<file path="src/hw/rtl/ksrq_pkg.sv">
`default_nettype none

package ksrq_pkg;

  localparam int KEY_W    = 56;
  localparam int CODE_W   = 6;
  localparam int TIME_W   = 32;
  localparam int PEND_W   = 5;
  localparam int CMD_W    = 2;
  localparam int DATA_W   = 32;
  localparam int ADDR_W   = 5;
  localparam int REGIDX_W = 3;
  localparam int POS_W    = 6;
  localparam int GRP_W    = 3;

  localparam int QUEUE_DEPTH_DEF = 16;

  // last key position of the walk: group 7, bit 7
  localparam logic [POS_W-1:0] LAST_POS = POS_W'(KEY_W - 1);
  localparam logic [GRP_W-1:0] TOP_GRP  = GRP_W'(6);

  localparam logic [TIME_W-1:0] DELAY_RST  = TIME_W'(13107);
  localparam logic [TIME_W-1:0] PERIOD_RST = TIME_W'(2730);
  localparam logic [CODE_W-1:0] LOW_RST    = CODE_W'(1);
  localparam logic [CODE_W-1:0] HIGH_RST   = CODE_W'(4);
  localparam logic [CODE_W-1:0] EXTRA_RST  = CODE_W'(56);
  localparam logic [CODE_W-1:0] MAX_CODE   = CODE_W'(56);
  localparam logic [CODE_W-1:0] NO_CODE    = CODE_W'(0);

  typedef enum logic [CMD_W-1:0] {
    CMD_PRIME = 2'd0,
    CMD_SCAN  = 2'd1,
    CMD_POP   = 2'd2
  } cmd_e;

  typedef enum logic [REGIDX_W-1:0] {
    REG_DELAY  = 3'd0,
    REG_PERIOD = 3'd1,
    REG_LOW    = 3'd2,
    REG_HIGH   = 3'd3,
    REG_EXTRA  = 3'd4
  } reg_idx_e;

  // controller to datapath
  typedef struct packed {
    logic load;
    logic step;
    logic check;
    logic pop_rd;
    logic pop_done;
    logic out_load;
  } ctrl_cmd_t;

  // datapath to controller
  typedef struct packed {
    logic walk_last;
    logic fifo_empty;
  } dp_sts_t;

  // register write from the bus
  typedef struct packed {
    logic                en;
    logic [REGIDX_W-1:0] idx;
    logic [DATA_W-1:0]   data;
  } cfg_wr_t;

endpackage

`default_nettype wire

</file>
<file path="src/hw/rtl/ksrq_if.sv">
`default_nettype none

interface ksrq_in_if;
  import ksrq_pkg::*;
  logic              valid;
  logic              ready;
  logic [CMD_W-1:0]  cmd;
  logic [KEY_W-1:0]  key_state;
  logic [TIME_W-1:0] now;
  modport source (output valid, cmd, key_state, now, input ready);
  modport sink (input valid, cmd, key_state, now, output ready);
endinterface

interface ksrq_out_if;
  import ksrq_pkg::*;
  logic              valid;
  logic              ready;
  logic [CODE_W-1:0] key_code;
  logic [PEND_W-1:0] pending;
  modport source (output valid, key_code, pending, input ready);
  modport sink (input valid, key_code, pending, output ready);
endinterface

`default_nettype wire

</file>
<file path="src/hw/rtl/keypad_scan_repeat_queue.sv">
`default_nettype none

// keypad scanner with typematic repeat and a key queue. each input transaction
// carries a command, a 7x8 key snapshot and a timestamp, and yields exactly one
// result transaction with the popped scan code (0 unless a pop finds a key) and
// the number of keys left in the queue. a scan walks the 56 newly-pressed bits
// one key per cycle, then makes the repeat check and loads the output register;
// a pop that finds a key passes through a ram read state and a write-back state
// because the queue ram has a registered read, and a pop of an empty queue, a
// prime or an unknown command goes straight to the output load.
// the next transaction is accepted the cycle after the result is registered;
// a result waits in the output register while the sink stalls, and a finished
// transaction holds there until the register frees. repeat timing uses
// modular 32-bit time differences. registers sit on an apb-style port at byte
// offsets 0x00 delay, 0x04 period, 0x08 range low, 0x0c range high, 0x10 extra
// code; write them only while the block is idle.
module keypad_scan_repeat_queue #(
  parameter int QUEUE_DEPTH = ksrq_pkg::QUEUE_DEPTH_DEF
) (
  input  wire logic                          clk_i,
  input  wire logic                          rst_ni,
  ksrq_in_if.sink                            in_i,
  ksrq_out_if.source                         out_o,
  input  wire logic                          psel,
  input  wire logic                          penable,
  input  wire logic                          pwrite,
  input  wire logic [ksrq_pkg::ADDR_W-1:0]   paddr,
  input  wire logic [ksrq_pkg::DATA_W-1:0]   pwdata,
  output logic      [ksrq_pkg::DATA_W-1:0]   prdata,
  output logic                               pready
);
  import ksrq_pkg::*;

  ctrl_cmd_t ctrl_cmd;
  dp_sts_t   dp_sts;
  cfg_wr_t   cfg_wr;

  // apb decode: zero wait states, write lands in the access phase
  assign pready      = 1'b1;
  assign cfg_wr.en   = psel && penable && pwrite && pready;
  assign cfg_wr.idx  = paddr[ADDR_W-1:2];
  assign cfg_wr.data = pwdata;

  // sequencer: one transaction at a time, output register decoupled
  ksrq_ctrl u_ctrl (
    .clk_i       (clk_i),
    .rst_ni      (rst_ni),
    .in_valid_i  (in_i.valid),
    .in_ready_o  (in_i.ready),
    .in_cmd_i    (in_i.cmd),
    .out_valid_o (out_o.valid),
    .out_ready_i (out_o.ready),
    .cmd_o       (ctrl_cmd),
    .sts_i       (dp_sts)
  );

  // snapshot, key walk, repeat timer, queue ram and result register
  ksrq_dp #(
    .QUEUE_DEPTH (QUEUE_DEPTH)
  ) u_dp (
    .clk_i       (clk_i),
    .rst_ni      (rst_ni),
    .cmd_i       (ctrl_cmd),
    .sts_o       (dp_sts),
    .in_cmd_i    (in_i.cmd),
    .in_keys_i   (in_i.key_state),
    .in_now_i    (in_i.now),
    .key_code_o  (out_o.key_code),
    .pending_o   (out_o.pending),
    .cfg_i       (cfg_wr),
    .cfg_rdata_o (prdata)
  );

endmodule

`default_nettype wire

</file>
<file path="src/hw/rtl/ksrq_ram.sv">
`default_nettype none

module ksrq_ram #(
  parameter int WIDTH = 8,
  parameter int DEPTH = 16,
  parameter int AW    = (DEPTH > 1) ? $clog2(DEPTH) : 1
) (
  input  wire logic             clk_i,
  input  wire logic             we_i,
  input  wire logic [AW-1:0]    waddr_i,
  input  wire logic [WIDTH-1:0] wdata_i,
  input  wire logic             re_i,
  input  wire logic [AW-1:0]    raddr_i,
  output logic      [WIDTH-1:0] rdata_o
);

  logic [WIDTH-1:0] mem_q [DEPTH];
  logic [WIDTH-1:0] rdata_q;

  always_ff @(posedge clk_i) begin
    if (we_i) begin
      mem_q[waddr_i] <= wdata_i;
    end
    if (re_i) begin
      rdata_q <= mem_q[raddr_i];
    end
  end

  assign rdata_o = rdata_q;

endmodule

`default_nettype wire

</file>
<file path="src/hw/rtl/ksrq_dp.sv">
`default_nettype none

module ksrq_dp #(
  parameter int QUEUE_DEPTH = ksrq_pkg::QUEUE_DEPTH_DEF
) (
  input  wire logic                          clk_i,
  input  wire logic                          rst_ni,
  input  wire ksrq_pkg::ctrl_cmd_t           cmd_i,
  output ksrq_pkg::dp_sts_t                  sts_o,
  input  wire logic [ksrq_pkg::CMD_W-1:0]    in_cmd_i,
  input  wire logic [ksrq_pkg::KEY_W-1:0]    in_keys_i,
  input  wire logic [ksrq_pkg::TIME_W-1:0]   in_now_i,
  output logic      [ksrq_pkg::CODE_W-1:0]   key_code_o,
  output logic      [ksrq_pkg::PEND_W-1:0]   pending_o,
  input  wire ksrq_pkg::cfg_wr_t             cfg_i,
  output logic      [ksrq_pkg::DATA_W-1:0]   cfg_rdata_o
);
  import ksrq_pkg::*;

  localparam int PW = (QUEUE_DEPTH > 1) ? $clog2(QUEUE_DEPTH) : 1;
  localparam int CW = $clog2(QUEUE_DEPTH + 1);
  localparam int SW = CW + 1;

  // configuration registers
  logic [TIME_W-1:0] delay_q, period_q;
  logic [CODE_W-1:0] low_q, high_q, extra_q;

  // scan state
  logic [KEY_W-1:0]  prev_q;
  logic [KEY_W-1:0]  pressed_q;
  logic [TIME_W-1:0] now_q;
  logic [POS_W-1:0]  pos_q;

  // queue state
  logic [PW-1:0]     head_q;
  logic [CW-1:0]     count_q, count_d;

  // repeat state
  logic [CODE_W-1:0] rep_code_q;
  logic [TIME_W-1:0] rep_start_q, rep_wait_q;

  // result payload
  logic [CODE_W-1:0] res_code_q;
  logic [CODE_W-1:0] out_code_q;
  logic [PEND_W-1:0] out_pend_q;

  logic [CODE_W-1:0] walk_code;
  logic              walk_hit, walk_rep;
  logic [CODE_W-1:0] rep_m1;
  logic [POS_W-1:0]  rep_pos;
  logic              rep_valid, rep_down, rep_due, rep_fire, rep_drop;
  logic [TIME_W-1:0] elapsed;
  logic              full;
  logic [SW-1:0]     tail_sum;
  logic [PW-1:0]     wr_addr;
  logic              wr_en;
  logic [CODE_W-1:0] wr_data;
  logic [CODE_W-1:0] rd_data;

  // scan code of the current walk position: (7-group)*8 + bit + 1
  assign walk_code = {TOP_GRP - pos_q[POS_W-1:3], pos_q[2:0]} + CODE_W'(1);
  assign walk_hit  = cmd_i.step && pressed_q[0];
  assign walk_rep  = ((walk_code >= low_q) && (walk_code <= high_q)) || (walk_code == extra_q);

  // key position of the armed code in the snapshot
  assign rep_m1    = rep_code_q - CODE_W'(1);
  assign rep_pos   = {TOP_GRP - rep_m1[CODE_W-1:3], rep_m1[2:0]};
  assign rep_valid = (rep_code_q != NO_CODE) && (rep_code_q <= MAX_CODE);
  assign rep_down  = rep_valid && prev_q[rep_pos];
  assign elapsed   = now_q - rep_start_q;
  assign rep_due   = elapsed >= rep_wait_q;
  assign rep_fire  = cmd_i.check && (rep_code_q != NO_CODE) && rep_down && rep_due;
  assign rep_drop  = cmd_i.check && (rep_code_q != NO_CODE) && !rep_down;

  assign full     = count_q == CW'(QUEUE_DEPTH);
  assign tail_sum = SW'(head_q) + SW'(count_q);
  assign wr_addr  = (tail_sum >= SW'(QUEUE_DEPTH)) ? PW'(tail_sum - SW'(QUEUE_DEPTH))
                                                  : PW'(tail_sum);
  assign wr_en    = (walk_hit || rep_fire) && !full;
  assign wr_data  = cmd_i.step ? walk_code : rep_code_q;

  always_comb begin
    count_d = count_q;
    if (wr_en) begin
      count_d = count_q + CW'(1);
    end else if (cmd_i.pop_done) begin
      count_d = count_q - CW'(1);
    end
  end

  ksrq_ram #(
    .WIDTH (CODE_W),
    .DEPTH (QUEUE_DEPTH)
  ) u_fifo_ram (
    .clk_i   (clk_i),
    .we_i    (wr_en),
    .waddr_i (wr_addr),
    .wdata_i (wr_data),
    .re_i    (cmd_i.pop_rd),
    .raddr_i (head_q),
    .rdata_o (rd_data)
  );

  // configuration registers
  always_ff @(posedge clk_i or negedge rst_ni) begin
    if (!rst_ni) begin
      delay_q  <= DELAY_RST;
      period_q <= PERIOD_RST;
      low_q    <= LOW_RST;
      high_q   <= HIGH_RST;
      extra_q  <= EXTRA_RST;
    end else if (cfg_i.en) begin
      case (cfg_i.idx)
        REG_DELAY:  delay_q  <= cfg_i.data;
        REG_PERIOD: period_q <= cfg_i.data;
        REG_LOW:    low_q    <= cfg_i.data[CODE_W-1:0];
        REG_HIGH:   high_q   <= cfg_i.data[CODE_W-1:0];
        REG_EXTRA:  extra_q  <= cfg_i.data[CODE_W-1:0];
        default: ;
      endcase
    end
  end

  always_comb begin
    case (cfg_i.idx)
      REG_DELAY:  cfg_rdata_o = delay_q;
      REG_PERIOD: cfg_rdata_o = period_q;
      REG_LOW:    cfg_rdata_o = DATA_W'(low_q);
      REG_HIGH:   cfg_rdata_o = DATA_W'(high_q);
      REG_EXTRA:  cfg_rdata_o = DATA_W'(extra_q);
      default:    cfg_rdata_o = '0;
    endcase
  end

  // control state
  always_ff @(posedge clk_i or negedge rst_ni) begin
    if (!rst_ni) begin
      prev_q      <= '0;
      head_q      <= '0;
      count_q     <= '0;
      rep_code_q  <= NO_CODE;
      rep_start_q <= '0;
      rep_wait_q  <= '0;
      pos_q       <= '0;
    end else begin
      count_q <= count_d;
      if (cmd_i.load) begin
        if ((in_cmd_i == CMD_PRIME) || (in_cmd_i == CMD_SCAN)) begin
          prev_q <= in_keys_i;
        end
        pos_q <= '0;
      end else if (cmd_i.step) begin
        pos_q <= pos_q + POS_W'(1);
      end
      if (cmd_i.pop_done) begin
        head_q <= (head_q == PW'(QUEUE_DEPTH - 1)) ? '0 : head_q + PW'(1);
      end
      if (walk_hit && walk_rep) begin
        rep_code_q  <= walk_code;
        rep_start_q <= now_q;
        rep_wait_q  <= delay_q;
      end else if (rep_drop) begin
        rep_code_q <= NO_CODE;
      end else if (rep_fire) begin
        rep_start_q <= now_q;
        rep_wait_q  <= period_q;
      end
    end
  end

  // payload registers
  always_ff @(posedge clk_i) begin
    if (cmd_i.load) begin
      pressed_q  <= in_keys_i & ~prev_q;
      now_q      <= in_now_i;
      res_code_q <= NO_CODE;
    end else begin
      if (cmd_i.step) begin
        pressed_q <= pressed_q >> 1;
      end
      if (cmd_i.pop_done) begin
        res_code_q <= rd_data;
      end
    end
    if (cmd_i.out_load) begin
      out_code_q <= res_code_q;
      out_pend_q <= PEND_W'(count_q);
    end
  end

  assign sts_o.walk_last  = pos_q == LAST_POS;
  assign sts_o.fifo_empty = count_q == '0;
  assign key_code_o       = out_code_q;
  assign pending_o        = out_pend_q;

`ifndef NO_ASSERTIONS
  a_count_bound: assert property (@(posedge clk_i) disable iff (!rst_ni)
    count_q <= CW'(QUEUE_DEPTH))
    else $error("queue count above depth");

  a_no_pop_empty: assert property (@(posedge clk_i) disable iff (!rst_ni)
    cmd_i.pop_done |-> count_q != '0)
    else $error("pop from empty queue");

  a_head_bound: assert property (@(posedge clk_i) disable iff (!rst_ni)
    head_q <= PW'(QUEUE_DEPTH - 1))
    else $error("queue head out of range");
`endif

endmodule

`default_nettype wire

</file>
<file path="src/hw/rtl/ksrq_ctrl.sv">
`default_nettype none

module ksrq_ctrl (
  input  wire logic                       clk_i,
  input  wire logic                       rst_ni,
  input  wire logic                       in_valid_i,
  output logic                            in_ready_o,
  input  wire logic [ksrq_pkg::CMD_W-1:0] in_cmd_i,
  output logic                            out_valid_o,
  input  wire logic                       out_ready_i,
  output ksrq_pkg::ctrl_cmd_t             cmd_o,
  input  wire ksrq_pkg::dp_sts_t          sts_i
);
  import ksrq_pkg::*;

  typedef enum logic [2:0] {
    ST_IDLE,
    ST_WALK,
    ST_CHECK,
    ST_POP_RD,
    ST_POP_WB,
    ST_FINISH
  } state_e;

  state_e state_q, state_d;
  logic   out_valid_q, out_valid_d;
  logic   accept, slot_free;

  assign in_ready_o = state_q == ST_IDLE;
  assign accept     = in_valid_i && in_ready_o;
  assign slot_free  = !out_valid_q || out_ready_i;

  always_comb begin
    state_d        = state_q;
    cmd_o          = '0;
    cmd_o.load     = accept;
    cmd_o.step     = state_q == ST_WALK;
    cmd_o.check    = state_q == ST_CHECK;
    cmd_o.pop_rd   = state_q == ST_POP_RD;
    cmd_o.pop_done = state_q == ST_POP_WB;
    cmd_o.out_load = (state_q == ST_FINISH) && slot_free;
    case (state_q)
      ST_IDLE: begin
        if (accept) begin
          case (in_cmd_i)
            CMD_SCAN: state_d = ST_WALK;
            CMD_POP:  state_d = sts_i.fifo_empty ? ST_FINISH : ST_POP_RD;
            default:  state_d = ST_FINISH;
          endcase
        end
      end
      ST_WALK: begin
        if (sts_i.walk_last) begin
          state_d = ST_CHECK;
        end
      end
      ST_CHECK:  state_d = ST_FINISH;
      ST_POP_RD: state_d = ST_POP_WB;
      ST_POP_WB: state_d = ST_FINISH;
      ST_FINISH: begin
        if (slot_free) begin
          state_d = ST_IDLE;
        end
      end
      default: state_d = ST_IDLE;
    endcase
  end

  always_comb begin
    out_valid_d = out_valid_q;
    if (cmd_o.out_load) begin
      out_valid_d = 1'b1;
    end else if (out_ready_i) begin
      out_valid_d = 1'b0;
    end
  end

  always_ff @(posedge clk_i or negedge rst_ni) begin
    if (!rst_ni) begin
      state_q     <= ST_IDLE;
      out_valid_q <= 1'b0;
    end else begin
      state_q     <= state_d;
      out_valid_q <= out_valid_d;
    end
  end

  assign out_valid_o = out_valid_q;

`ifndef NO_ASSERTIONS
  a_rise_from_finish: assert property (@(posedge clk_i) disable iff (!rst_ni)
    $rose(out_valid_q) |-> $past(state_q == ST_FINISH))
    else $error("result shown without finishing");

  a_load_leaves_idle: assert property (@(posedge clk_i) disable iff (!rst_ni)
    cmd_o.load |=> state_q != ST_IDLE)
    else $error("accepted transaction not processed");
`endif

endmodule

`default_nettype wire

</file>
<file path="src/flat_wrapper.sv">
// flat-port wrapper written by rule: the top's interface ports become plain ports
module keypad_scan_repeat_queue_flat import ksrq_pkg::*;
#(
  parameter int QUEUE_DEPTH = ksrq_pkg::QUEUE_DEPTH_DEF
)
  (clk_i, rst_ni, psel, penable, pwrite, paddr, pwdata, prdata, pready, in_i_valid, in_i_cmd, in_i_key_state, in_i_now, in_i_ready, out_o_valid, out_o_key_code, out_o_pending, out_o_ready);
  ksrq_in_if in_i_i ();
  ksrq_out_if out_o_i ();
  input  wire logic clk_i;
  input  wire logic rst_ni;
  input  wire logic psel;
  input  wire logic penable;
  input  wire logic pwrite;
  input  wire logic [ksrq_pkg::ADDR_W-1:0] paddr;
  input  wire logic [ksrq_pkg::DATA_W-1:0] pwdata;
  output logic      [ksrq_pkg::DATA_W-1:0] prdata;
  output logic pready;
  input wire logic [$bits(in_i_i.valid)-1:0] in_i_valid;
  input wire logic [$bits(in_i_i.cmd)-1:0] in_i_cmd;
  input wire logic [$bits(in_i_i.key_state)-1:0] in_i_key_state;
  input wire logic [$bits(in_i_i.now)-1:0] in_i_now;
  output wire logic [$bits(in_i_i.ready)-1:0] in_i_ready;
  output wire logic [$bits(out_o_i.valid)-1:0] out_o_valid;
  output wire logic [$bits(out_o_i.key_code)-1:0] out_o_key_code;
  output wire logic [$bits(out_o_i.pending)-1:0] out_o_pending;
  input wire logic [$bits(out_o_i.ready)-1:0] out_o_ready;
  assign in_i_i.valid = in_i_valid;
  assign in_i_i.cmd = in_i_cmd;
  assign in_i_i.key_state = in_i_key_state;
  assign in_i_i.now = in_i_now;
  assign in_i_ready = in_i_i.ready;
  assign out_o_valid = out_o_i.valid;
  assign out_o_key_code = out_o_i.key_code;
  assign out_o_pending = out_o_i.pending;
  assign out_o_i.ready = out_o_ready;
  keypad_scan_repeat_queue #(.QUEUE_DEPTH(QUEUE_DEPTH)) u_core (.clk_i(clk_i), .rst_ni(rst_ni), .in_i(in_i_i), .out_o(out_o_i), .psel(psel), .penable(penable), .pwrite(pwrite), .paddr(paddr), .pwdata(pwdata), .prdata(prdata), .pready(pready));
endmodule
</file>
<file path="config.mk">
export PLATFORM = sky130hd
export DESIGN_NAME = keypad_scan_repeat_queue_flat
export DESIGN_NICKNAME = d
export VERILOG_FILES = /design/src/hw/rtl/ksrq_pkg.sv /design/src/hw/rtl/ksrq_if.sv /design/src/hw/rtl/keypad_scan_repeat_queue.sv /design/src/hw/rtl/ksrq_ram.sv /design/src/hw/rtl/ksrq_dp.sv /design/src/hw/rtl/ksrq_ctrl.sv /design/src/flat_wrapper.sv
export SDC_FILE = /design/constraint.sdc
export NUM_CORES = 1
export LEC_CHECK = 0
export BUFFER_PORTS_ARGS = -buffer_cell sky130_fd_sc_hd__buf_2
export CAP_MARGIN = 10
export CORE_UTILIZATION = 60
export CTS_BUF_LIST = sky130_fd_sc_hd__clkbuf_16
export CTS_CLUSTER_DIAMETER = 40
export DETAILED_ROUTE_END_ITERATION = 6
export PLACE_DENSITY_LB_ADDON = 0.12
export SETUP_SLACK_MARGIN = 0.05
export SLEW_MARGIN = 20
export SYNTH_ARGS = -nofsm -noshare
export SYNTH_HDL_FRONTEND = slang
export SYNTH_SLANG_ARGS = --single-unit
</file>
<file path="constraint.sdc">
create_clock -name clk_i -period 7.9 [get_ports clk_i]
set_clock_uncertainty 0.2 [all_clocks]
set_input_delay 1.58 -clock clk_i [delete_from_list [all_inputs] [get_ports clk_i]]
set_output_delay 1.58 -clock clk_i [all_outputs]
set_load 0.005 [all_outputs]
</file>
== After elaboration in Yosys (flattened, before gate mapping) ==
Memory sizes are Yosys's and may differ from the RTL's. A register that Yosys moved wholly into a read port is not among the register bits.
Index checks and enable logic that the tools add are counted.
Word-level totals
  memory bits (writable): 96
  word-level logic and storage cells: 128
  memory bits (read-only): 0
  bits in latches: 0
  output and inout bits: 46
  bits of input ports: 134
  memories kept: 1
  bits in registers: 332
Cells by class
  bitwise operators: 2
  div/mod/pow operators: 0
  add/subtract/negate cells: 11
  mux-type cells: 30
  reductions and logical operators: 40
  shift-type cells: 0
  $lt $le $gt $ge: 6
  multiply operators: 0
  eq/ne operators: 19
Memory list
  u_core.u_dp.u_fifo_ram.mem_q: words 16, width 6, rd ports 1, clocked after memory_dff 1, wr ports 1, line ksrq_ram.sv:17  | logic [WIDTH-1:0] mem_q [DEPTH];
Operator list (number)
  two-way mux 32 bit: 6
  case mux 32 bit (5 select lines): 1
  two-way mux 56 bit: 2
  bitwise AND 56 bit: 1
  NOT 56 bit: 1
  greater-or-equal comparator 32 bit: 1
  subtractor 32 bit: 1
  two-way mux 6 bit: 5
  case mux 3 bit (5 select lines): 1
  logical AND 1 bit: 14
  AND reduction 2 bit: 7
  adder 6 x 1 -> 6 bit, second input constant: 2
  equality test 3 x 2 -> 1 bit, second input constant: 4
  two-way mux 3 bit: 4
  two-way mux 5 bit: 2
  nonzero test 2 bit: 5
  equality test 3 bit, second input constant: 3
  two-way mux 4 bit: 2
  < comparator 6 x 7 -> 1 bit, second input constant: 1
  adder 4 x 5 -> 6 bit: 1
  binary-select mux 1 bit (select 6 bit): 1
  equality test 3 x 1 -> 1 bit, second input constant: 2
  equality test 6 bit: 1
  equality test 6 bit, second input constant: 1
  other kinds (26): 39

== Longest topological paths before layout ==
Gate-level depths: netlist (run 1).
  depth in word-level cells: 11
  gate-level depth with buffers: 32
  depth with buffers taken out: 29

== Modules after synthesis ==
From an unflattened synthesis (run 1), not the netlist that was laid out.
Second synthesis, totals
  cells, all modules: 1656
  area, all modules: 21520.6 µm²
Modules (own cells, without submodules)
  ksrq_dp: sequential area each 8697.1 µm², cells an instance 1443, area an instance 17270.3 µm², times used 1
  ksrq_ram: sequential area each 3062.9 µm², cells an instance 178, area an instance 3955.0 µm², times used 1
  ksrq_ctrl: sequential area each 100.1 µm², cells an instance 32, area an instance 277.8 µm², times used 1
  keypad_scan_repeat_queue: sequential area each 0.0 µm², cells an instance 3, area an instance 17.5 µm², times used 1

== Worst setup path before layout (run 1) ==
Ideal clock, no wire load.
  path type: reg2reg
  start point: register u_core.u_dp.now_q[0]
  end point: register u_core.u_dp.count_q[4]
  data required time: 7629 ps
  period minus slack after synthesis: 5786 ps
  cell stages (with the launch flop): 32
  buffers on the path: 3
  slack: 2114 ps
  setup time: 71 ps
  arrival time: 5515 ps
  cells stage by stage: edfxtp_1 > inv_1 > ha_1 > inv_1 > fa_1 > a211oi_1 > o21ai_0 > a2111oi_0 > nor4_1 > nor2_1 > o21ai_0 > a21o_1 > a21oi_1 > xnor2_1 > ha_1 > a21o_1 > a21o_1 > a21oi_1 > nor2_1 > a211oi_1 > o31ai_1 > nand3_1 > buf_4 > a22o_1 > buf_2 > buf_6 > ha_1 > a21o_1 > a21oi_1 > nor3b_1 > mux2_2 > nor2_1
On the way
  longest elaborated chain between the ends: 6
  elaborated cells between the ends (all ways): 7
  classes of those cells: add/sub: 1; order compare: 1; mux: 1; reduce/logical: 4
Ends and longest elaborated chain
  start, declared: line ksrq_dp.sv:31  | logic [TIME_W-1:0] now_q;
  start signal, assigned: line ksrq_dp.sv:175  | now_q <= in_now_i;
  subtractor 32 bit *: line ksrq_dp.sv:70  | assign elapsed = now_q - rep_start_q;
  greater-or-equal comparator 32 bit *: line ksrq_dp.sv:71  | assign rep_due = elapsed >= rep_wait_q;
  logical AND 1 bit *: line ksrq_dp.sv:72  | assign rep_fire = cmd_i.check && (rep_code_q != NO_CODE) && rep_down && rep_due;
  logical OR 1 bit *: line ksrq_dp.sv:79  | assign wr_en = (walk_hit || rep_fire) && !full;
  logical AND 1 bit *: line ksrq_dp.sv:79
  two-way mux 5 bit / nonzero test 2 bit (equally long branches)
  end signal, assigned: line ksrq_dp.sv:146  | count_q <= count_d;
  end, declared: line ksrq_dp.sv:36  | logic [CW-1:0] count_q, count_d;
Every way passes the cells marked *; elsewhere a longest branch is shown, timed or not.
A chain may end at the register's enable or synchronous reset.

== Final worst setup path (run 1) ==
  start point: register u_core.u_dp.now_q[6]
  end point: register u_core.u_dp.count_q[4]
The elaborated chain is that of the path after synthesis.

==> results of run 1 <==
==> layout make-up <==
cell class / count / area [sq um] / share of cell area [%]
Timing Repair Buffer: 205 / 1120 / 4.56
Clock inverter: 50 / 484 / 1.97
Sequential cell: 434 / 11900 / 48.3
Inverter: 95 / 358 / 1.46
Multi-Input combinational cell: 1084 / 8650 / 35.2
Antenna cell: 8 / 20.0 / 0.0815
Tap cell: 455 / 569 / 2.32
Clock buffer: 60 / 1500 / 6.11
==> kinds of logic after synthesis <==
kind of cell / Yosys count
xor+xnor: 56
simple gates: 402
mux: 271
flops: 434
other cells: 1
fa+ha+maj: 90
buf+inv: 177
compound gates: 264
==> cells in the mapped netlist (11+ instances only) <==
cell type                  number  area, sq um
sky130_fd_sc_hd__mux2_1        30          338
sky130_fd_sc_hd__nand2_1      206          773
sky130_fd_sc_hd__mux4_2        29          653
sky130_fd_sc_hd__nand3b_1      55          413
sky130_fd_sc_hd__a21oi_1       77          385
sky130_fd_sc_hd__ha_1          87         1090
sky130_fd_sc_hd__clkbuf_1      53          199
sky130_fd_sc_hd__dfrtp_1      208         5200
sky130_fd_sc_hd__nand3_1       11         55.1
sky130_fd_sc_hd__mux2_2       143         1610
sky130_fd_sc_hd__nor2_1        39          146
sky130_fd_sc_hd__nor4_1        19          119
sky130_fd_sc_hd__xnor2_1       39          342
sky130_fd_sc_hd__dfstp_2       19          499
sky130_fd_sc_hd__inv_1         95          357
sky130_fd_sc_hd__edfxtp_1     201         6040
sky130_fd_sc_hd__a21o_1        31          233
sky130_fd_sc_hd__mux2i_1       69          691
sky130_fd_sc_hd__buf_1         13         48.8
sky130_fd_sc_hd__nand2b_1      11         68.8
sky130_fd_sc_hd__a22o_1        27          236
sky130_fd_sc_hd__o21ai_0       69          345
sky130_fd_sc_hd__nor3_1        15         75.1
sky130_fd_sc_hd__xor2_1        16          140
==> worst max-delay path: stages (launching register included) <==
cell                        delay [ns]
sky130_fd_sc_hd__edfxtp_1         0.38
sky130_fd_sc_hd__ha_1             0.37
sky130_fd_sc_hd__o21ai_0          0.17
sky130_fd_sc_hd__a2111oi_1        0.84
sky130_fd_sc_hd__a2111oi_0        0.33
sky130_fd_sc_hd__nor4_1           0.58
sky130_fd_sc_hd__nor2_1           0.20
sky130_fd_sc_hd__o21ai_0          0.31
sky130_fd_sc_hd__a21o_1           0.16
sky130_fd_sc_hd__a21oi_1          0.07
sky130_fd_sc_hd__xnor2_1          0.14
sky130_fd_sc_hd__ha_1             0.19
sky130_fd_sc_hd__a21o_1           0.15
sky130_fd_sc_hd__a21o_1           0.16
sky130_fd_sc_hd__a21oi_1          0.13
sky130_fd_sc_hd__nor2_1           0.05
sky130_fd_sc_hd__a211oi_1         0.20
sky130_fd_sc_hd__o31ai_1          0.15
sky130_fd_sc_hd__nand3_2          0.12
sky130_fd_sc_hd__a22o_1           0.61
sky130_fd_sc_hd__ha_1             0.39
sky130_fd_sc_hd__a21o_1           0.19
sky130_fd_sc_hd__a21oi_1          0.34
sky130_fd_sc_hd__nor3b_1          0.09
sky130_fd_sc_hd__mux2_2           0.29
sky130_fd_sc_hd__nor2_1           0.09
==> metal layers <==
metal	vias to the layer above	track usage, %	share of wire [%]
met4	6	9.34	2.6
met2	349	41.9	48
met3	77	5.24	5.3
met1	6907	36.3	44
li1	6551	-	-
met5	-	0	0.080
==> power by group <==
group          leakage [nW]  internal [mW]  total [mW]  switching (mW)
clock network         0.960           1.57        2.61            1.04
logic                  5.00           1.81        4.11            2.30
registers              4.74           3.40        3.84           0.438
==> flip-flops by register name, summed over array words and instances (netlist names), 6 cells and up <==
register / flops
u_core.u_dp.u_fifo_ram.mem_q: 96
u_core.u_dp.pressed_q: 56
u_core.u_dp.prev_q: 56
u_core.u_dp.delay_q: 32
u_core.u_dp.now_q: 32
u_core.u_dp.period_q: 32
u_core.u_dp.rep_start_q: 32
u_core.u_dp.rep_wait_q: 32
u_core.u_dp.extra_q: 6
u_core.u_dp.high_q: 6
u_core.u_dp.key_code_o: 6
u_core.u_dp.low_q: 6
u_core.u_dp.pos_q: 6
u_core.u_dp.rep_code_q: 6
u_core.u_dp.res_code_q: 6
u_core.u_dp.u_fifo_ram.rdata_o: 6
==> path summary, 6_finish.rpt <==
kind | depth (start not counted) | start | end
max reg2reg | 25 | u_core.u_dp.now_q[6] | u_core.u_dp.count_q[4]
min reg2reg | 0 | u_core.u_dp.res_code_q[0] | u_core.u_dp.key_code_o[0]
max in group asynchronous | 2 | rst_ni | u_core.u_dp.rep_start_q[23]
max | 25 | u_core.u_dp.now_q[6] | u_core.u_dp.count_q[4]
min | 0 | u_core.u_dp.res_code_q[0] | u_core.u_dp.key_code_o[0]
min in group asynchronous | 1 | rst_ni | u_core.u_dp.prev_q[46]
==> stage by stage <==
step,setup WS (ns),cell area (sq um),hold slack [ns],power (mW)
floorplan,2.11,21200,0.208,6.84
global placement,1.13,22500,0.216,7.74
detailed placement,1.04,22500,0.224,7.94
CTS,1.05,24500,0.225,10.6
global route,0.429,24600,0.233,11.3
finish,0.932,24600,0.224,10.6
==> results.md, run 1 <==
- The final number of hold-violating endpoints is 0.
- Across the run, the number of max-cap violations was 0.
- The setup violation total in the final timing report is 0.
- The most frequently used flop master after synthesis is sky130_fd_sc_hd__dfrtp_1.
- The total power per unit cell area is around 430 mW/mm^2.
- Row generation in the floorplan step produced 68 rows.
- The mapped netlist covers 0.0212 sq mm.
- The final net count is 2102.
- The floorplan step defined a core boundary enclosing 0.0346 sq mm.
- Once detail routing completed, the nets flagged for antenna violations numbered 0.
- The synthesized netlist net count is 1919.
- The number of buffers inserted to repair setup after CTS is 0.
- The fraction of synthesized cell area in xor and xnor cells is 2.40%.
- After detailed placement, the design holds a cell count of 2273.
- After clock tree synthesis, the clock-pin slew on the worst setup and hold paths is 0.06 ns.
- At the end of routability-driven placement, the weighted congestion stood at 0.858.
- The worst slew margin relative to its limit is 33.2%.
- The largest family of logic cells by synthesized area is multiplexers.
- The multiplexer share of the synthesized area is ~16%.
- The share of layout cells above drive strength 1 is between 20 and 30%.
- The clock net in this run drives a total of 434 sinks.
- The longest clock path from root to sink contains 3 buffers.
- The clock network latency to the later pin of the worst-skew pair is 0.62 ns.
- The count of buffers added on input and output ports is 176.
- Dividing the detail-routed via count by the number of cells gives just under 6.
- The filler cells instantiated in the layout total 2470.
- In the final timing run, aggregate negative setup slack is 0 ns.
- The flip-flop and latch count after synthesis is 434.
- The cell sitting at the root of the clock tree is a sky130_fd_sc_hd__clkbuf_16.
- Of the total synthesized cell area, the portion taken by full adders, half adders and majority gates is between 5 and 6%.
- For the pin with the worst max-slew slack, the measured transition is 0.999 ns.
- The first TritonRoute pass finished after 5 iterations.
- The global route total overflow is 0.
- The wire-length estimate of the detail-placed layout is 30400 um.
- In this run the worst path has a maximum fanout of 20.
- The vias after detailed routing is 13890.
- The count of hold buffers inserted by post-cts repair is 0.
- The number of library cell types mapped by synthesis is 65.
- The leading cell type in the layout, fill and taps excluded is sky130_fd_sc_hd__dfrtp_1.
- The utilization of the core after routing is just over 70%.
- Leaving out fill and tap cells, the most frequent cells in the layout are sky130_fd_sc_hd__dfrtp_1 (207), sky130_fd_sc_hd__nand2_1 (204), sky130_fd_sc_hd__edfxtp_1 (201), sky130_fd_sc_hd__buf_2 (175), sky130_fd_sc_hd__mux2_2 (143).
- The upper clock frequency limit is 0.144 GHz.
- The fraction of the mapped netlist area in compound gates is 7.91%.
- The analysis attributes to cell leakage a power of 10.7 nW.
- Leaving out filler cells and counting taps, the final layout contains 2391.
- The final cycle utilization of the critical path is between 80% and 90%.
- The fraction of registers with async set/reset is 52.3%.
- Summing the areas of all and, or, nand and nor instances in the mapped netlist gives 9.28% of the synthesized area.
- The number of DRC violations after detailed routing is 0.
- The sequential fraction of the synthesis area is between 50% and 60%.
- For this block, the routed nets add up to ~46000 um of wire.
- The number of placed I/O pins is 180.
- The synthesized area per cell is ~13 sq um.
- Counting flops with a built-in enable in the synthesized netlist gives between 200 and 250.
- The via count of the first global-routing pass is 14149.
- The worst IR drop on VDD is roughly 0.26 mV.
- For this block, the initial DRC count from the detailed router was 802.
- STA puts the critical path data required time at 8.24 ns.
- The mean routed wirelength per cell is 19.3 um.
- Data arrives at the worst endpoint at 7.30 ns.
- The launching element type of the critical path is a flop.
- The pin count of the biggest net entering global routing is 144.
- The worst-case register-to-register setup slack is 0.93 ns.
- The number of slew-limit violations in the final report was 0.
- The level count of the clock H-tree is 2.
- The CTS tree is yes.
- The number of clock buffers inserted by TritonCTS is 58.
- The total of cells resized after clock tree synthesis is 0.
- The synthesized instance count is approximately 1700.
- Setup repair after global routing left no endpoint under its margin.
- The number of antenna violations at the first check in global routing was 10.
- The count of warnings emitted by yosys is 0.
- The flow ran to the end, and the final reports show no timing, DRC or antenna violations.
- The total die area is between 0.03 and 0.04 sq mm.
- The global-route wire length before repair is about 74000 um.
- The type of the tightest min-delay check is reg -> reg.
- From synthesis to final layout, the design area changed by 15.9%.
- For this run, the total global-route usage over all layers was measured as a little over a quarter.
- The critical path capture point type is a flop.
- The die is roughly 190 um tall.
- The chip width is ~190 um.
- The worst setup path is of the reg -> reg kind.
- The initial core utilization is 61.2%.
- The shortest clock period the worst path allows after layout is 6.97 ns.
(Power assumes the default switching activity.)
==> run 2, diff against run 1 <==
--- a/config.mk
+++ b/config.mk
@@ -5,7 +5,7 @@
 export SDC_FILE = /design/constraint.sdc
 export NUM_CORES = 1
 export LEC_CHECK = 0
-export BUFFER_PORTS_ARGS = -buffer_cell sky130_fd_sc_hd__buf_2
+export BUFFER_PORTS_ARGS = -buffer_cell sky130_fd_sc_hd__buf_4
 export CAP_MARGIN = 10
 export CORE_UTILIZATION = 60
 export CTS_BUF_LIST = sky130_fd_sc_hd__clkbuf_16
==> results.md, run 2 (same netlist as run 1, synthesis figures left out) <==
- For the worst-skew pair, the clock arrives at the later sink with an insertion delay of 0.60 ns.
- In this run, placement finished with an instance count of 2273.
- The clock drives roughly 430 sinks.
- Post-CTS timing repair inserted 0 buffers for setup.
- The number of clock buffers inserted by TritonCTS is 54.
- Across the run, the number of max-cap violations was 0.
- The worst slew margin relative to its limit is 28.9%.
- The detail route stage leaves a number of antenna-violating nets equal to 0.
- The vias after detailed routing is 13861.
- Wires add up to 45700 um.
- The final number of hold-violating endpoints is 0.
- The worst setup path is captured at a flop.
- The chip width is about 190 um.
- The initialized floorplan defines 68 standard-cell rows.
- The leakage component of the power is 10.8 nW.
- The detailed placement HPWL is 30300 um.
- The total of cells resized after clock tree synthesis is 0.
- Summed over all nets, the switching power comes to 3.69 mW.
- The upper clock frequency limit is roughly 0.14 GHz.
- Clock-pin slew was measured on the worst setup and hold paths at 0.06 ns.
- The proportion of power drawn by the clock network is 24.1%.
- The global route total overflow is 0.
- The worst path uses 90.0% of the clock period.
- The flow ran to the end, and the final reports show no timing, DRC or antenna violations.
- The die outline height is 190 um.
- The count of hold buffers inserted by post-cts repair is 0.
- Combinational logic is responsible for approximately two fifths of the overall power.
- Global routing used 26.4% of the available tracks across all layers.
- After detailed routing, the number of vias per cell comes to slightly below 6.
- The number of slew-limit violations in the final report is 0.
- The level count of the clock H-tree is 2.
- The transition time of the tightest slew-check pin is 1.07 ns.
- The tightest hold path in the finished design has a slack of 0.230 ns.
- The maximum fanout along the worst path is 20.
- For the worst setup path, the data arrival time is ~7.5 ns.
- The number of antenna violations at the first check in global routing is 0.
- The final net count is roughly 2100.
- Among all stages on the critical path, the largest delay is contributed by sky130_fd_sc_hd__a2111oi_1.
- TritonCTS built the clock tree.
- The core area is 0.0346 sq mm.
- The global-route wire length before repair is 74200 um.
- Setup repair after global routing left no endpoint under its margin.
- The shortest clock period the worst path allows after layout is 7.11 ns.
- The worst IR drop on VDD is 0.262 mV.
- Counting along the longest clock path gives a buffer depth of 3.
- The power share of the sequential group is 36.6%.
- For this run, design rule violations remaining after detail routing come to 0.
- The share of layout cells above drive strength 1 is 26.2%.
- The via count of the first global-routing pass was roughly 14000.
- The register containing the most flip-flops in the final layout is u_core.u_dp.u_fifo_ram.mem_q.
- The leading cell type in the layout, fill and taps excluded is sky130_fd_sc_hd__dfrtp_1.
- The initial core utilization is 61.2%.
- The switching share of power is 35.2%.
- The first-pass detailed-route iteration total is 5.
- In the final layout, the registers with the most flip-flops are u_core.u_dp.u_fifo_ram.mem_q (96), u_core.u_dp.pressed_q (56), u_core.u_dp.prev_q (56).
- In the layout the commonest cells are sky130_fd_sc_hd__dfrtp_1 (207), sky130_fd_sc_hd__nand2_1 (204), sky130_fd_sc_hd__buf_4 (204), sky130_fd_sc_hd__edfxtp_1 (201), sky130_fd_sc_hd__mux2_2 (143).
- The area added between synthesis and finish is 17.4%.
- The cell sitting at the root of the clock tree is a sky130_fd_sc_hd__clkbuf_16.
- The type of the tightest min-delay check is reg -> reg.
- The launching element type of the critical path is a flop.
- The category of the most critical setup path is reg -> reg.
- Internal power comes to 6.78 mW.
- The number of flip-flops in the largest register is 96.
- For this run, the slowest stage of the critical path takes 0.88 ns.
- The first-iteration detailed-routing DRC count is ~790.
- Routability-driven placement finished with a final weighted congestion of slightly below 0.9.
- The port buffer count is approximately 180.
- By instance count, the cell type seen most on the critical path is sky130_fd_sc_hd__a21o_1.
- Setup total negative slack on the finished layout was measured at 0 ns.
- The total die area is 0.0361 sq mm.
- The number of placed I/O pins is 180.
- STA puts the critical path data required time at roughly 8.2 ns.
- Entering global routing, the biggest net connects 122 pins.
- In the final routed layout, each cell accounts on average for 19.2 um.
- The total power per unit cell area is 421 mW/mm^2.
- Leaving out filler cells and counting taps, the final layout contains about 2400.
- The setup violation total in the final timing report is 0.
run 2: cell count changes in the layout (fill, tap and decap cells not counted), sizes merged:
cell / before / now
diode: 8 / 1
clkbuf: 60 / 57
clkinvlp: 8 / 5
bufinv: 5 / 7
clkinv: 24 / 19
run 2: area by class of cell:
type,instances,area [sq um]
clock inverters,44,450
fillers,2426,9760
well taps,455,569
clock buffers,57,1430
repair buffers,205,1550
diodes,1,2.50
flip-flops and latches,434,11900
multi-input cells,1084,8660
inverters,95,358
run 2: power by group through the flow:
stage / combinational (mW) / sequential [mW] / clock (mW)
detailed placement: 4.08 / 3.87 / 0
finish: 4.11 / 3.84 / 2.53
floorplan: 3.14 / 3.70 / 0
global route: 4.60 / 3.93 / 2.66
global placement: 3.94 / 3.83 / 0
CTS: 4.12 / 3.84 / 2.58
run 2: worst max-delay path, delay by kind of cell (launching register included):
family	cells	cell delay [ns]
adders and majority gates	3	0.95
DFF	1	0.39
xor gates and xnor gates	1	0.15
muxes	1	0.31
and+or+nand+nor	5	1.00
AOI/OAI and AO/OA	15	4.07
run 2: final timing paths:
path	from	end	slack (ns)	cells past startpoint
max	u_core.u_dp.now_q[6]	u_core.u_dp.count_q[4]	0.79	25
min	u_core.u_dp.res_code_q[0]	u_core.u_dp.key_code_o[0]	0.23	0
max reg2reg	u_core.u_dp.now_q[6]	u_core.u_dp.count_q[4]	0.79	25
min reg2reg	u_core.u_dp.res_code_q[0]	u_core.u_dp.key_code_o[0]	0.23	0
max in group asynchronous	rst_ni	u_core.u_dp.pos_q[1]	5.29	2
min in group asynchronous	rst_ni	u_core.u_dp.head_q[3]	0.79	1
run 2: through the flow:
step	utilization (%)	setup WS, ns	instance area, sq um	power (mW)
2_1_floorplan	-	2.11	21200	6.84
3_3_place_gp	66.3	1.11	23000	7.77
3_5_place_dp	66.3	0.949	23000	7.95
4_1_cts	71.8	0.905	24800	10.5
5_1_grt	71.8	0.305	24900	11.2
6_report	71.8	0.788	24900	10.5
run 2: layer usage:
layer / up-vias / track usage [%] / part of all wire, %
met5: - / 0 / 0
met4: 0 / 9.15 / 2.6
met3: 76 / 5.02 / 6.2
met2: 357 / 41.6 / 47
met1: 6910 / 36.9 / 44
li1: 6518 / - / -
==> run 3, diff against run 2 <==
--- a/config.mk
+++ b/config.mk
@@ -7,6 +7,7 @@
 export LEC_CHECK = 0
 export BUFFER_PORTS_ARGS = -buffer_cell sky130_fd_sc_hd__buf_4
 export CAP_MARGIN = 10
+export CORE_ASPECT_RATIO = 0.7
 export CORE_UTILIZATION = 60
 export CTS_BUF_LIST = sky130_fd_sc_hd__clkbuf_16
 export CTS_CLUSTER_DIAMETER = 40
==> results.md, run 3 (same netlist as run 1, synthesis figures left out) <==
- The run finished with clean final reports.
- The highest-delay cell along the critical path is sky130_fd_sc_hd__a2111oi_1.
- Once layout is done, the placed cells without fillers occupy 0.0246 sq mm.
- The clock slew at the register clock pins of the worst setup and hold paths is 0.07 ns.
- The aggregate negative setup slack is 0 ns.
- In this run the power density over the cells is 416 mW/mm^2.
- STA puts the critical path data arrival time at 7.52 ns.
- The worst IR drop on VDD is around 0.24 mV.
- The CTS tree is yes.
- The library cells used most frequently in the layout, excluding fill and tap cells, are sky130_fd_sc_hd__buf_4 (207), sky130_fd_sc_hd__dfrtp_1 (207), sky130_fd_sc_hd__nand2_1 (204), sky130_fd_sc_hd__edfxtp_1 (201), sky130_fd_sc_hd__mux2_2 (143).
- Setup repair after global routing left no endpoint under its margin.
- After the last flow step, the layout net total stands at 2096.
- The number of slew-limit violations in the final report is 0.
- From left edge to right edge, the die measures about 230 um.
- The analysis attributes to net switching a power of 3.72 mW.
- The minimum setup slack after placement is 0.873 ns.
- The via density per instance is between 5 and 6.
- The share of layout cells above drive strength 1 is 25.9%.
- In this run the remaining antenna-violating nets after routing total 0.
- The first global-routing pass estimated around 76000 um of wire.
- The total routing resource utilization after global routing is 27.0%.
- After layout, the worst path uses 91.5% of the clock period.
- The clock net in this run drives a total of 434 sinks.
- The maximum fanout along the worst path is 20.
- The mean routed wirelength per cell is 19.9 um.
- Max-cap violations in this run came to 0.
- Data on the critical path is required at its endpoint by 8.19 ns.
- The total of cells resized after clock tree synthesis is 0.
- The register containing the most flip-flops in the final layout is u_core.u_dp.u_fifo_ram.mem_q.
- The detailed router placed ~14000 vias in this run.
- At the later pin of the worst-skew pair, clock insertion delay measures between 0.5 and 0.6 ns.
- Setup violations remaining at the end of the flow were counted as 0.
- The routed design has ~47000 um of wire.
- Registers are responsible for 37.5% of the overall power.
- In this run the worst hold path is classified as reg -> reg.
- The first routing iteration left 1030 violations.
- After filler insertion, the fill cell instance count of the layout stands at between 2000 and 2500.
- After legalization and detailed placement, the total HPWL measured between 30000 and 40000 um.
- The final number of hold-violating endpoints came to 0.
- The die covers roughly 0.036 sq mm.
- Buffers placed on the I/O ports in this run total approximately 180.
- Buffers added to address setup during post-CTS repair amount to 0.
- The tree is rooted in a sky130_fd_sc_hd__clkbuf_16.
- Among the stages of the critical path, the cell type that occurs most often is sky130_fd_sc_hd__a21o_1.
- The worst slew margin relative to its limit is 29.0%.
- For this run, the slowest stage of the critical path takes 0.85 ns.
- Summing all placed instances gives a cell area of 0.0230 sq mm.
- The initial core utilization is around 61%.
- The number of antenna violations at the first check in global routing is 2.
- Combinational logic burns 41.0% of the power.
- Setup slack closes at 0.670 ns.
- The level count of the clock H-tree is 2.
- Net switching is around 36% of the power.
- The category of the most critical setup path is reg -> reg.
- For the pin with the worst max-slew slack, the measured transition is 1.07 ns.
- The via count of the first global-routing pass is approximately 14000.
- The area added between synthesis and finish is 16.1%.
- The clock period could shrink to 7.23 ns.
- The number of clock buffers inserted by TritonCTS is 48.
- 180 I/O pins were placed.
- The number of flip-flops in the largest register is between 90 and 100.
- The leakage component of the power is 10.7 nW.
- Entering global routing, the biggest net connects 87 pins.
- The first-pass detailed-route iteration total is 7.
- The launching element type of the critical path is a flop.
- The number of hold buffers added after CTS was 0.
- In the final layout, the registers with the most flip-flops are u_core.u_dp.u_fifo_ram.mem_q (96), u_core.u_dp.pressed_q (56), u_core.u_dp.prev_q (56).
- From bottom edge to top edge, the die measures 159 um.
- The core area is approximately 0.035 sq mm.
- The number of DRC violations after detailed routing is 0.
- The upper clock frequency limit is about 0.14 GHz.
- STA classifies the critical path endpoint as a flop.
- The kind of cell with the highest combined delay on the critical path is compound AO/OA/AOI/OAI gates.
- Routability-driven placement finished with a final weighted congestion of around 0.85.
- The maximum root-to-sink buffer count is 3.
- Row generation in the floorplan step produced 57 rows.
- The proportion of power drawn by the clock network is 21.5%.
- The buffer and inverter count on the worst path is 0.
- The setup check on the worst reg-to-reg path leaves a slack of 0.67 ns.
- Global routing finished with a remaining overflow of 0.
- The internal power of the cells totals 6.53 mW.
==> run 3: changes by cell type in the layout (fill, tap and decap cells not counted), sizes merged, moves of 2 or more <==
| cell | before | now |
|---|---|---|
| bufinv | 7 | 3 |
| clkinv | 19 | 21 |
| inv | 108 | 104 |
| clkbuf | 57 | 51 |
| buf | 205 | 209 |
==> run 3: worst reg2reg max path: cells and delay by family (launching register included) <==
| kind | cells | cell delay, ns |
|---|---|---|
| adder cells (fa/ha/maj) | 3 | 0.95 |
| flip-flops | 1 | 0.39 |
| multiplexers | 1 | 0.29 |
| AND/OR/NAND/NOR | 6 | 1.27 |
| AO/OA/AOI/OAI | 14 | 3.91 |
| XOR/XNOR | 1 | 0.14 |
==> run 3: power groups by stage <==
| stage | logic, mW | clock network, mW | registers (mW) |
|---|---|---|---|
| global placement | 4.00 | 0 | 3.83 |
| finish | 4.20 | 2.20 | 3.85 |
| global route | 4.66 | 2.33 | 3.93 |
| detailed placement | 4.15 | 0 | 3.88 |
| CTS | 4.19 | 2.24 | 3.84 |
| floorplan | 3.14 | 0 | 3.70 |
==> run 3: path summary, 6_finish.rpt <==
kind / startpoint / to / cells after the start
hold reg to reg: u_core.u_dp.res_code_q[1] / u_core.u_dp.key_code_o[1] / 0
hold / removal: u_core.u_dp.res_code_q[1] / u_core.u_dp.key_code_o[1] / 0
setup reg to reg: u_core.u_dp.now_q[6] / u_core.u_dp.count_q[4] / 25
min in group asynchronous: rst_ni / u_core.u_dp.delay_q[7] / 1
setup / recovery: u_core.u_dp.now_q[6] / u_core.u_dp.count_q[4] / 25
max in group asynchronous: rst_ni / u_core.u_dp.prev_q[25] / 2
==> run 3: area by class of cell <==
class	instances	area (sq um)	area share [%]
sequential	434	11900	48.2
clock buffer	51	1280	5.19
inverter	95	358	1.45
timing repair buffer	209	1580	6.42
tap	472	591	2.40
multi-input combinational	1084	8640	35.1
antenna	2	5.00	0.0203
clock inverter	37	292	1.18
==> run 3: through the flow <==
stage	utilization, %	total power, mW	std cells	hold slack, ns
final	70.8	10.2	2384	0.233
after global routing	70.8	10.9	2383	0.251
after CTS	70.8	10.3	2382	0.236
after detailed placement	66.3	8.03	2294	0.222
after global placement	66.3	7.83	2294	0.218
after floorplan	-	6.84	1695	0.208
==> run 3: routing by layer <==
layer,part of all wire (%),global-route usage [%]
met2,42,38.1
met5,0,0
met1,48,42.4
met4,1.7,6.05
met3,7.6,6.24
